File: src/rtl/hsv2rgb_pkg.sv
`default_nettype none

package hsv2rgb_pkg;

  localparam logic [2:0] SEC_RED_GRN = 3'd0;
  localparam logic [2:0] SEC_GRN_RED = 3'd1;
  localparam logic [2:0] SEC_GRN_BLU = 3'd2;
  localparam logic [2:0] SEC_BLU_GRN = 3'd3;
  localparam logic [2:0] SEC_BLU_RED = 3'd4;
  localparam logic [2:0] SEC_RED_BLU = 3'd5;

  localparam int NQ_W   = 23;
  localparam int RC_W   = 18;
  localparam int RC_SH  = 32;
  localparam int PROD_W = NQ_W + RC_W;

  localparam logic [NQ_W-1:0] DIV_DEN    = 23'd30600;
  localparam logic [RC_W-1:0] DIV_RECIP  = 18'd140358;
  localparam logic [NQ_W-1:0] NONE_SCALE = 23'd120;
  localparam logic [NQ_W-1:0] HALF_DEN   = 23'd15300;

endpackage

`default_nettype wire

File: src/rtl/hsv_to_rgb.sv
// HSV to RGB color converter, one color per transaction.
// Input channel: in_valid / in_stall with hue (1/2^HUE_FRACTION_BITS degree
// units, clamped to 360 degrees, 360 wraps to the red sector), saturation
// and value (8-bit fractions, 255 = 1.0).
// Output channel: out_valid / out_stall with red, green, blue (0..255,
// rounded half up).
// Throughput: one transaction per clock while out_stall is low; the six
// register stages each hold one item and advance independently, so an
// empty stage keeps accepting.
// The per-channel divide by 255 * sector width is a reciprocal multiply
// with a one-step correction spread over stages 4 to 6.
// Reset (rst, synchronous) empties every stage; out_valid drops next cycle.
// While out_stall is high the output holds; upstream stages keep filling
// until the pipeline is full, then in_stall rises. Nothing is lost or
// repeated across a stall.
`default_nettype none

module hsv_to_rgb #(
  parameter int HUE_FRACTION_BITS = 6
) (
  input  wire logic        clk,
  input  wire logic        rst,
  input  wire logic        in_valid,
  output logic             in_stall,
  input  wire logic [14:0] hue,
  input  wire logic [7:0]  saturation,
  input  wire logic [7:0]  value,
  output logic             out_valid,
  input  wire logic        out_stall,
  output logic [7:0]       red,
  output logic [7:0]       green,
  output logic [7:0]       blue
);

  localparam longint P   = longint'(60) << HUE_FRACTION_BITS;
  localparam longint HL  = 6 * P;
  localparam int WW      = $clog2(P + 1);
  localparam int TW      = WW + 1;
  localparam int LW      = $clog2(HL + 1);
  localparam int HX      = (LW > 15) ? LW : 15;
  localparam int PRW     = 8 + WW;
  localparam int SW      = $clog2(255 * P + 1);
  localparam int NW      = $clog2(511 * 255 * P + 1);

  logic [6:1] v;
  logic [6:1] adv;

  always_comb begin
    adv[6] = !v[6] || !out_stall;
    for (int i = 5; i >= 1; i--) begin
      adv[i] = !v[i] || adv[i+1];
    end
  end

  assign in_stall  = !adv[1];
  assign out_valid = v[6];

  always_ff @(posedge clk) begin
    if (rst) begin
      v <= '0;
    end else begin
      if (adv[1]) v[1] <= in_valid;
      for (int i = 2; i <= 6; i++) begin
        if (adv[i]) v[i] <= v[i-1];
      end
    end
  end

  // stage 1: clamp hue, find sector and weight
  logic [HX-1:0] hc;
  logic [HX-1:0] base;
  logic [2:0]    sec_c;
  logic [TW-1:0] t_c;
  logic [WW-1:0] w_c;

  always_comb begin
    hc = (HX'(hue) > HX'(HL)) ? HX'(HL) : HX'(hue);
    if (hc >= HX'(6 * P)) begin
      sec_c = hsv2rgb_pkg::SEC_RED_GRN;
      base  = HX'(6 * P);
    end else if (hc >= HX'(5 * P)) begin
      sec_c = hsv2rgb_pkg::SEC_RED_BLU;
      base  = HX'(4 * P);
    end else if (hc >= HX'(4 * P)) begin
      sec_c = hsv2rgb_pkg::SEC_BLU_RED;
      base  = HX'(4 * P);
    end else if (hc >= HX'(3 * P)) begin
      sec_c = hsv2rgb_pkg::SEC_BLU_GRN;
      base  = HX'(2 * P);
    end else if (hc >= HX'(2 * P)) begin
      sec_c = hsv2rgb_pkg::SEC_GRN_BLU;
      base  = HX'(2 * P);
    end else if (hc >= HX'(P)) begin
      sec_c = hsv2rgb_pkg::SEC_GRN_RED;
      base  = '0;
    end else begin
      sec_c = hsv2rgb_pkg::SEC_RED_GRN;
      base  = '0;
    end
    t_c = TW'(hc - base);
    w_c = (t_c >= TW'(P)) ? WW'(TW'(2 * P) - t_c) : WW'(t_c);
  end

  logic [2:0]    sec1;
  logic [WW-1:0] w1;
  logic [7:0]    sat1;
  logic [7:0]    val1;

  always_ff @(posedge clk) begin
    if (adv[1]) begin
      sec1 <= sec_c;
      w1   <= w_c;
      sat1 <= saturation;
      val1 <= value;
    end
  end

  // stage 2: products of saturation
  logic [2:0]     sec2;
  logic [7:0]     val2;
  logic [PRW-1:0] pw2;
  logic [SW-1:0]  cp2;
  logic [15:0]    vc2;

  always_ff @(posedge clk) begin
    if (adv[2]) begin
      sec2 <= sec1;
      val2 <= val1;
      pw2  <= PRW'(sat1) * PRW'(w1);
      cp2  <= SW'(8'd255 - sat1) * SW'(P);
      vc2  <= 16'(val1) * 16'(8'd255 - sat1);
    end
  end

  // stage 3: rounded numerators; the weighted one is scaled down by the hue fraction
  logic [SW-1:0] sum3;
  logic [NW-1:0] nf3;

  always_comb begin
    sum3 = SW'(pw2) + cp2;
    nf3  = NW'(2) * NW'(val2) * NW'(sum3) + NW'(255 * P);
  end

  logic [2:0]                   sec3;
  logic [7:0]                   val3;
  logic [hsv2rgb_pkg::NQ_W-1:0] np3;
  logic [hsv2rgb_pkg::NQ_W-1:0] nn3;

  always_ff @(posedge clk) begin
    if (adv[3]) begin
      sec3 <= sec2;
      val3 <= val2;
      np3  <= hsv2rgb_pkg::NQ_W'(nf3 >> HUE_FRACTION_BITS);
      nn3  <= hsv2rgb_pkg::NQ_W'(vc2) * hsv2rgb_pkg::NONE_SCALE + hsv2rgb_pkg::HALF_DEN;
    end
  end

  // stage 4: quotient estimate by reciprocal
  logic [hsv2rgb_pkg::PROD_W-1:0] pr_p;
  logic [hsv2rgb_pkg::PROD_W-1:0] pr_n;

  assign pr_p = hsv2rgb_pkg::PROD_W'(np3) * hsv2rgb_pkg::PROD_W'(hsv2rgb_pkg::DIV_RECIP);
  assign pr_n = hsv2rgb_pkg::PROD_W'(nn3) * hsv2rgb_pkg::PROD_W'(hsv2rgb_pkg::DIV_RECIP);

  logic [2:0]                   sec4;
  logic [7:0]                   val4;
  logic [hsv2rgb_pkg::NQ_W-1:0] np4;
  logic [hsv2rgb_pkg::NQ_W-1:0] nn4;
  logic [7:0]                   qp4;
  logic [7:0]                   qn4;

  always_ff @(posedge clk) begin
    if (adv[4]) begin
      sec4 <= sec3;
      val4 <= val3;
      np4  <= np3;
      nn4  <= nn3;
      qp4  <= pr_p[hsv2rgb_pkg::RC_SH+7:hsv2rgb_pkg::RC_SH];
      qn4  <= pr_n[hsv2rgb_pkg::RC_SH+7:hsv2rgb_pkg::RC_SH];
    end
  end

  // stage 5: multiply back the estimate
  logic [2:0]                   sec5;
  logic [7:0]                   val5;
  logic [hsv2rgb_pkg::NQ_W-1:0] np5;
  logic [hsv2rgb_pkg::NQ_W-1:0] nn5;
  logic [7:0]                   qp5;
  logic [7:0]                   qn5;
  logic [hsv2rgb_pkg::NQ_W-1:0] mp5;
  logic [hsv2rgb_pkg::NQ_W-1:0] mn5;

  always_ff @(posedge clk) begin
    if (adv[5]) begin
      sec5 <= sec4;
      val5 <= val4;
      np5  <= np4;
      nn5  <= nn4;
      qp5  <= qp4;
      qn5  <= qn4;
      mp5  <= hsv2rgb_pkg::NQ_W'(qp4) * hsv2rgb_pkg::DIV_DEN;
      mn5  <= hsv2rgb_pkg::NQ_W'(qn4) * hsv2rgb_pkg::DIV_DEN;
    end
  end

  // stage 6: correct, clamp, place channels by sector
  logic [hsv2rgb_pkg::NQ_W-1:0] rem_p;
  logic [hsv2rgb_pkg::NQ_W-1:0] rem_n;
  logic [8:0]                   qfp;
  logic [8:0]                   qfn;
  logic [7:0]                   part;
  logic [7:0]                   none;
  logic [7:0]                   r_c;
  logic [7:0]                   g_c;
  logic [7:0]                   b_c;

  always_comb begin
    rem_p = np5 - mp5;
    rem_n = nn5 - mn5;
    qfp   = 9'(qp5) + 9'(rem_p >= hsv2rgb_pkg::DIV_DEN);
    qfn   = 9'(qn5) + 9'(rem_n >= hsv2rgb_pkg::DIV_DEN);
    part  = qfp[8] ? 8'd255 : qfp[7:0];
    none  = qfn[8] ? 8'd255 : qfn[7:0];
    case (sec5)
      hsv2rgb_pkg::SEC_RED_GRN: begin
        r_c = val5; g_c = part; b_c = none;
      end
      hsv2rgb_pkg::SEC_GRN_RED: begin
        r_c = part; g_c = val5; b_c = none;
      end
      hsv2rgb_pkg::SEC_GRN_BLU: begin
        r_c = none; g_c = val5; b_c = part;
      end
      hsv2rgb_pkg::SEC_BLU_GRN: begin
        r_c = none; g_c = part; b_c = val5;
      end
      hsv2rgb_pkg::SEC_BLU_RED: begin
        r_c = part; g_c = none; b_c = val5;
      end
      default: begin
        r_c = val5; g_c = none; b_c = part;
      end
    endcase
  end

  always_ff @(posedge clk) begin
    if (adv[6]) begin
      red   <= r_c;
      green <= g_c;
      blue  <= b_c;
    end
  end

  a_corr_one_step: assert property (@(posedge clk) disable iff (rst)
    v[5] |-> (rem_p < hsv2rgb_pkg::NQ_W'(2 * 30600)) && (rem_n < hsv2rgb_pkg::NQ_W'(2 * 30600)))
    else $error("reciprocal estimate off by more than one");

  a_no_drop: assert property (@(posedge clk) disable iff (rst)
    v[6] && !out_stall && v[5] |=> v[6])
    else $error("item lost between last stages");

  a_reset_empty: assert property (@(posedge clk)
    rst |=> !out_valid)
    else $error("output valid after reset");

endmodule

`default_nettype wire

File: config.mk
export PLATFORM = sky130hd
export DESIGN_NAME = hsv_to_rgb
export DESIGN_NICKNAME = d
export VERILOG_FILES = /design/src/rtl/hsv2rgb_pkg.sv /design/src/rtl/hsv_to_rgb.sv
export SDC_FILE = /design/constraint.sdc
export NUM_CORES = 2
export LEC_CHECK = 0
export BUFFER_PORTS_ARGS = -buffer_cell sky130_fd_sc_hd__buf_2
export CORE_MARGIN = 3
export CORE_UTILIZATION = 59
export DETAILED_ROUTE_END_ITERATION = 7
export PLACE_DENSITY = 0.78
export REMOVE_ABC_BUFFERS = 1
export SYNTH_ARGS = -nofsm -noshare
export SYNTH_HDL_FRONTEND = slang
export SYNTH_SLANG_ARGS = --single-unit
File: constraint.sdc
create_clock -name clk -period 7 [get_ports clk]
set_clock_uncertainty 0.05 [all_clocks]
set_input_delay 1.4 -clock clk [delete_from_list [all_inputs] [get_ports clk]]
set_output_delay 1.4 -clock clk [all_outputs]
set_load 0.01 [all_outputs]
[Word level (Yosys, flattened, before mapping)]
Cells that the tools add are included.
Storage, ports and cells
  register bits after elaboration: 363
  word-level logic and storage cells: 110
  output and inout bits: 26
  input port bits: 35
Cells by class
  eq/ne operators: 4
  reductions and logical operators: 22
  $add $sub $neg: 11
  magnitude comparators: 10
  multiply operators: 9
  multiplexer cells: 17
Operators with widths (number)
  $mul A23 B17 Y39 const B: 2
  $mux W13: 5
  $pmux W8 S2: 3
  $ge A23 B15 Y1 const B: 2
  $sub A23 B23 Y23: 2
  $mul A8 B12 Y20 const B: 2
  $ge A15 B14 Y1 const B: 2
  $ge A15 B15 Y1 const B: 2
  $add A29 B20 Y29 const B: 1
  $mul A8 B20 Y28: 1
  $add A23 B14 Y23 const B: 1
  $add A20 B20 Y20: 1
  $mul A16 B4 Y20 const B: 1
  $mul A20 B4 Y12 const B: 1
  $mul A8 B12 Y20: 1
  $add A8 B1 Y9: 2
  $sub A8 B8 Y9 const A: 2
  $mul A9 B9 Y16: 1
  $mux W8: 2
  $ge A15 B12 Y1 const B: 1
  $ge A15 B13 Y1 const B: 1
  $gt A15 B15 Y1 const B: 1
  $mux W15: 1
  $ge A13 B12 Y1 const B: 1
  other kinds (14): 34

[Longest topological paths before layout]
  word-level depth: 11
  gate-level depth with buffers: 29
  mapped depth without buffers: 29

[Worst setup path before layout]
Ideal clock, no wire load.
  path kind: reg-to-reg
  start: reg pw2[8]
  end: reg np3[20] in the netlist's numbering, data pin
  setup slack: -393 ps
  buffers on the path: 1
  setup time: 272 ps
  stages on the path, launching flop included: 29
  period minus slack after synthesis: 7393 ps
  data required time: 6678 ps
  arrival time: 7072 ps
  cell sequence: edfxtp_1 ha_1 fa_1 a21o_1 a21oi_1 o21bai_1 a21oi_1 o21bai_1 a21oi_1 xnor2_1 nand2_1 fa_1 inv_1 fa_1 fa_1 inv_1 fa_1 inv_1 ha_1 clkbuf_1 a21oi_1 o21ai_0 a21o_1 o41ai_1 xnor2_1 nand4b_2 or3b_4 o22a_1 or4_1
Between the ends
  word-level cells in the longest chain between the ends: 3
RTL lines
  start, declared: RTL line hsv_to_rgb.sv:121  | logic [PRW-1:0] pw2;
  start signal, assigned: RTL line hsv_to_rgb.sv:129  | pw2 <= PRW'(sat1) * PRW'(w1);
  $add A20 B20 Y20: RTL line hsv_to_rgb.sv:140  | sum3 = SW'(pw2) + cp2;
  $mul A8 B20 Y28: RTL line hsv_to_rgb.sv:141  | nf3 = NW'(2) * NW'(val2) * NW'(sum3) + NW'(255 * P);
  $add A29 B20 Y29: RTL line hsv_to_rgb.sv:141
  named net nf3[26]: RTL line hsv_to_rgb.sv:137  | logic [NW-1:0] nf3;
  end signal, assigned: RTL line hsv_to_rgb.sv:153  | np3 <= hsv2rgb_pkg::NQ_W'(nf3 >> HUE_FRACTION_BITS);
  end, declared: RTL line hsv_to_rgb.sv:146  | logic [hsv2rgb_pkg::NQ_W-1:0] np3;
The timed path passes the listed nets, and every way through them passes these cells.
A chain may end at the register's enable or synchronous reset.

[Worst setup path in the final report]
  start: reg pw2[9]
  end: reg np3[22] in the netlist's numbering, data pin
Same word-level chain as after synthesis.

==> flow_metrics.py <==
metrics = {
    "global_routing": {
        "grt_pass1_vias": 26600,
        "grt_overflow": 0,
        "grt_pass1_wl_um": 126000,
        "track_usage_pct": 22.8,
        "antenna_found_initial": 0,
        "grt_max_degree": 68,
    },
    "route": {
        "first_pass_iters": 5,
        "vias": 25600,
        "viasPerCell": 5.53,
        "ant_nets": 0,
        "drc": 0,
        "routedWlPerCell_um": 16.0,
        "drt_iter0_drc": 1409,
        "wl_um": 74100,
    },
    "cts": {
        "clkTransAtPathRegs_ns": 0.06,
        "cts_buffers": 39,
        "clk_latency_ns": 0.56,
        "cts_max_level": 2,
        "tritoncts": "done",
        "cts-root-buf": "clkbuf_16",
        "cts.sinks": 340,
        "clk_path_buf_depth": 3,
    },
    "worst_setup_path": {
        "r2r_start": "pw2[9]",
        "worst_setup_path_start_kind": "flip-flop",
        "critPathKind": "reg2reg",
        "crit_fanout": 4,
        "cp-end-kind": "flip-flop",
        "critPathArrivalTime_ns": 7.34,
        "worstPathRequired_ns": 7.25,
        "startpoint": "pw2[9]",
        "crit_slowest_cell": "fa_1",
        "slowest_delay_ns": 0.56,
    },
    "final_layout": {
        "syn2layout_area_growth_pct": 9.37,
        "layout_commonest_cell": "inv_1",
        "layout_common_cells": "690 x inv_1, 581 x ha_1, 420 x fa_1, 334 x edfxtp_1, 230 x nand2_1",
        "fin_cells": 4632,
        "multi_input_area_mm2": 0.0254,
        "fin_nets": 4808,
        "drive_above_1_share_pct": 8.11,
        "diodes": 0,
        "n_fill_cell": 4773,
        "seqCellArea_mm2": 0.0101,
    },
    "floorplan": {
        "core_mm2": 0.0633,
        "start_util_pct": 60.0,
        "num_rows": 92,
        "die_y_um": 260,
        "ioPinCount": 61,
        "dieArea_mm2": 0.0674,
        "fp.dieW_um": 260,
    },
    "synthesis": {
        "synth-seq-area-share_pct": 26.7,
        "synth_top_flop_cell": "edfxtp_1",
        "synth.distinct_cells": 84,
        "syn_inst": 3609,
        "synth.cell_area_mm2": 0.0380,
        "synthArstFlopShare_pct": 0,
        "synth.ff_latch_count": 340,
        "synth-edff-count": 334,
        "yosysWarnings": 0,
        "avgSynthCellArea_um2": 10.5,
    },
    "timing": {
        "fin_crit_sh_pct": 101,
        "final_hold_viol_count": 0,
        "fin_crit_ns": 7.09,
        "timing.final.ws_setup_ns": -0.0898,
        "rsz0062_at_grt": "yes",
        "setup_viol": 2,
        "final-max-slew-violation-count": 0,
        "slew_headroom_pct": 20.0,
        "clock.fmax_mhz": 141,
        "tightest_slew_ns": 1.20,
        "holdWs_ns": 0.354,
    },
    "status": {
        "outcome": "finished with violations",
        "violations": "setup timing",
    },
    "placed_design": {
        "placedCellCount": 4544,
        "place_hpwl_um": 58000,
        "place_congestion": 0.843,
        "port-buffer-count": 60,
    },
    "worst_hold_path": {
        "holdCritStartpoint": "nn4[5]",
        "hold_path_class": "reg2reg",
    },
    "job": {
        "max_cap_viol_count": 0,
    },
}
registers in the layout (all words and copies together), names as in the netlist, 12 cells and up:
| name | count |
|---|---|
| mn5 | 16 |
| np3 | 23 |
| np4 | 20 |
| nn3 | 20 |
| nn5 | 20 |
| w1 | 12 |
| cp2 | 12 |
| mp5 | 16 |
| nn4 | 20 |
| vc2 | 16 |
| np5 | 20 |
| pw2 | 20 |
worst paths after layout:
kind | end | slack, ns | cells after the start
min | nn5[5] | 0.35 | 0
max reg2reg | np3[22] | -0.09 | 31
max | np3[22] | -0.09 | 31
min reg2reg | nn5[5] | 0.35 | 0
metal layers:
| metal | vias to the layer above | GRT usage (%) | part of all wire, % | wire [um] |
|---|---|---|---|---|
| li1 | 12300 | - | - | - |
| met1 | 12500 | 29.5 | 43 | 31700 |
| met2 | 572 | 40.1 | 49 | 36700 |
| met3 | 171 | 2.63 | 4.6 | 3390 |
| met4 | 0 | 7.16 | 3.2 | 2380 |
| met5 | - | 0 | 0 | 0 |
cells by family (layout without fill, tap and decap cells):
group / Yosys count / in the layout / share of synthesized area, %
DFF: 340 / 340 / 26.7
AOI/OAI and AO/OA: 493 / 493 / 8.51
and+or+nand+nor: 826 / 826 / 11.2
adders and majority gates: 1013 / 1013 / 41.7
xor gates and xnor gates: 179 / 179 / 4.15
buffers and inverters: 749 / 926 / 7.41
muxes: 9 / 9 / 0.241
stage by stage:
stage	cell area, um2	utilization [%]	worst slack (ns)	setup TNS, ns
3_3_place_gp	39700	62.8	-0.282	-0.367
3_5_place_dp	39700	62.8	-0.387	-0.623
6_report	41500	65.6	-0.0898	-0.128
4_1_cts	41300	65.2	0.0881	0
2_1_floorplan	37800	-	-0.333	-0.333
5_1_grt	41500	65.6	-0.402	-1.07
layout make-up:
cell class	instances	area share, %
multi-input cells	2520	61.1
flip-flops and latches	340	24.5
inverters	695	6.29
repair buffers	165	2.66
well taps	846	2.55
clock buffers	43	2.39
clock inverters	23	0.585
repair_timing:
action / CTS / global route
setup endpoints to repair: 3 / 4
pin swaps: 39 / 32
hold buffers: 0 / 0
buffers inserted: 14 / 8
gates resized for setup: 33 / 37
worst max-delay path, delay by kind of cell, from the launching register on:
kind	cells	cell delay [ns]
fa+ha+maj	6	2.63
flops	1	0.44
compound gates	11	1.64
buf+inv	6	0.65
xor+xnor	2	0.19
mux	1	0.21
simple gates	5	1.01
synth_stat cells (all sizes together), types with 43 or more instances:
cell,n,area [um2]
inv,694,2610
ha,590,7380
fa,422,8450
edfxtp,334,10000
nand2,233,875
and2,166,1040
a21oi,136,684
nor2,123,462
o21ai,113,573
xnor2,113,990
nor2b,67,419
xor2,66,586
nor3,55,275
clkbuf,53,199
nand3,48,245
a21o,43,323
Power is not shown: default switching activity piles up to over one toggle a cycle in this logic, so the estimate is an artifact.
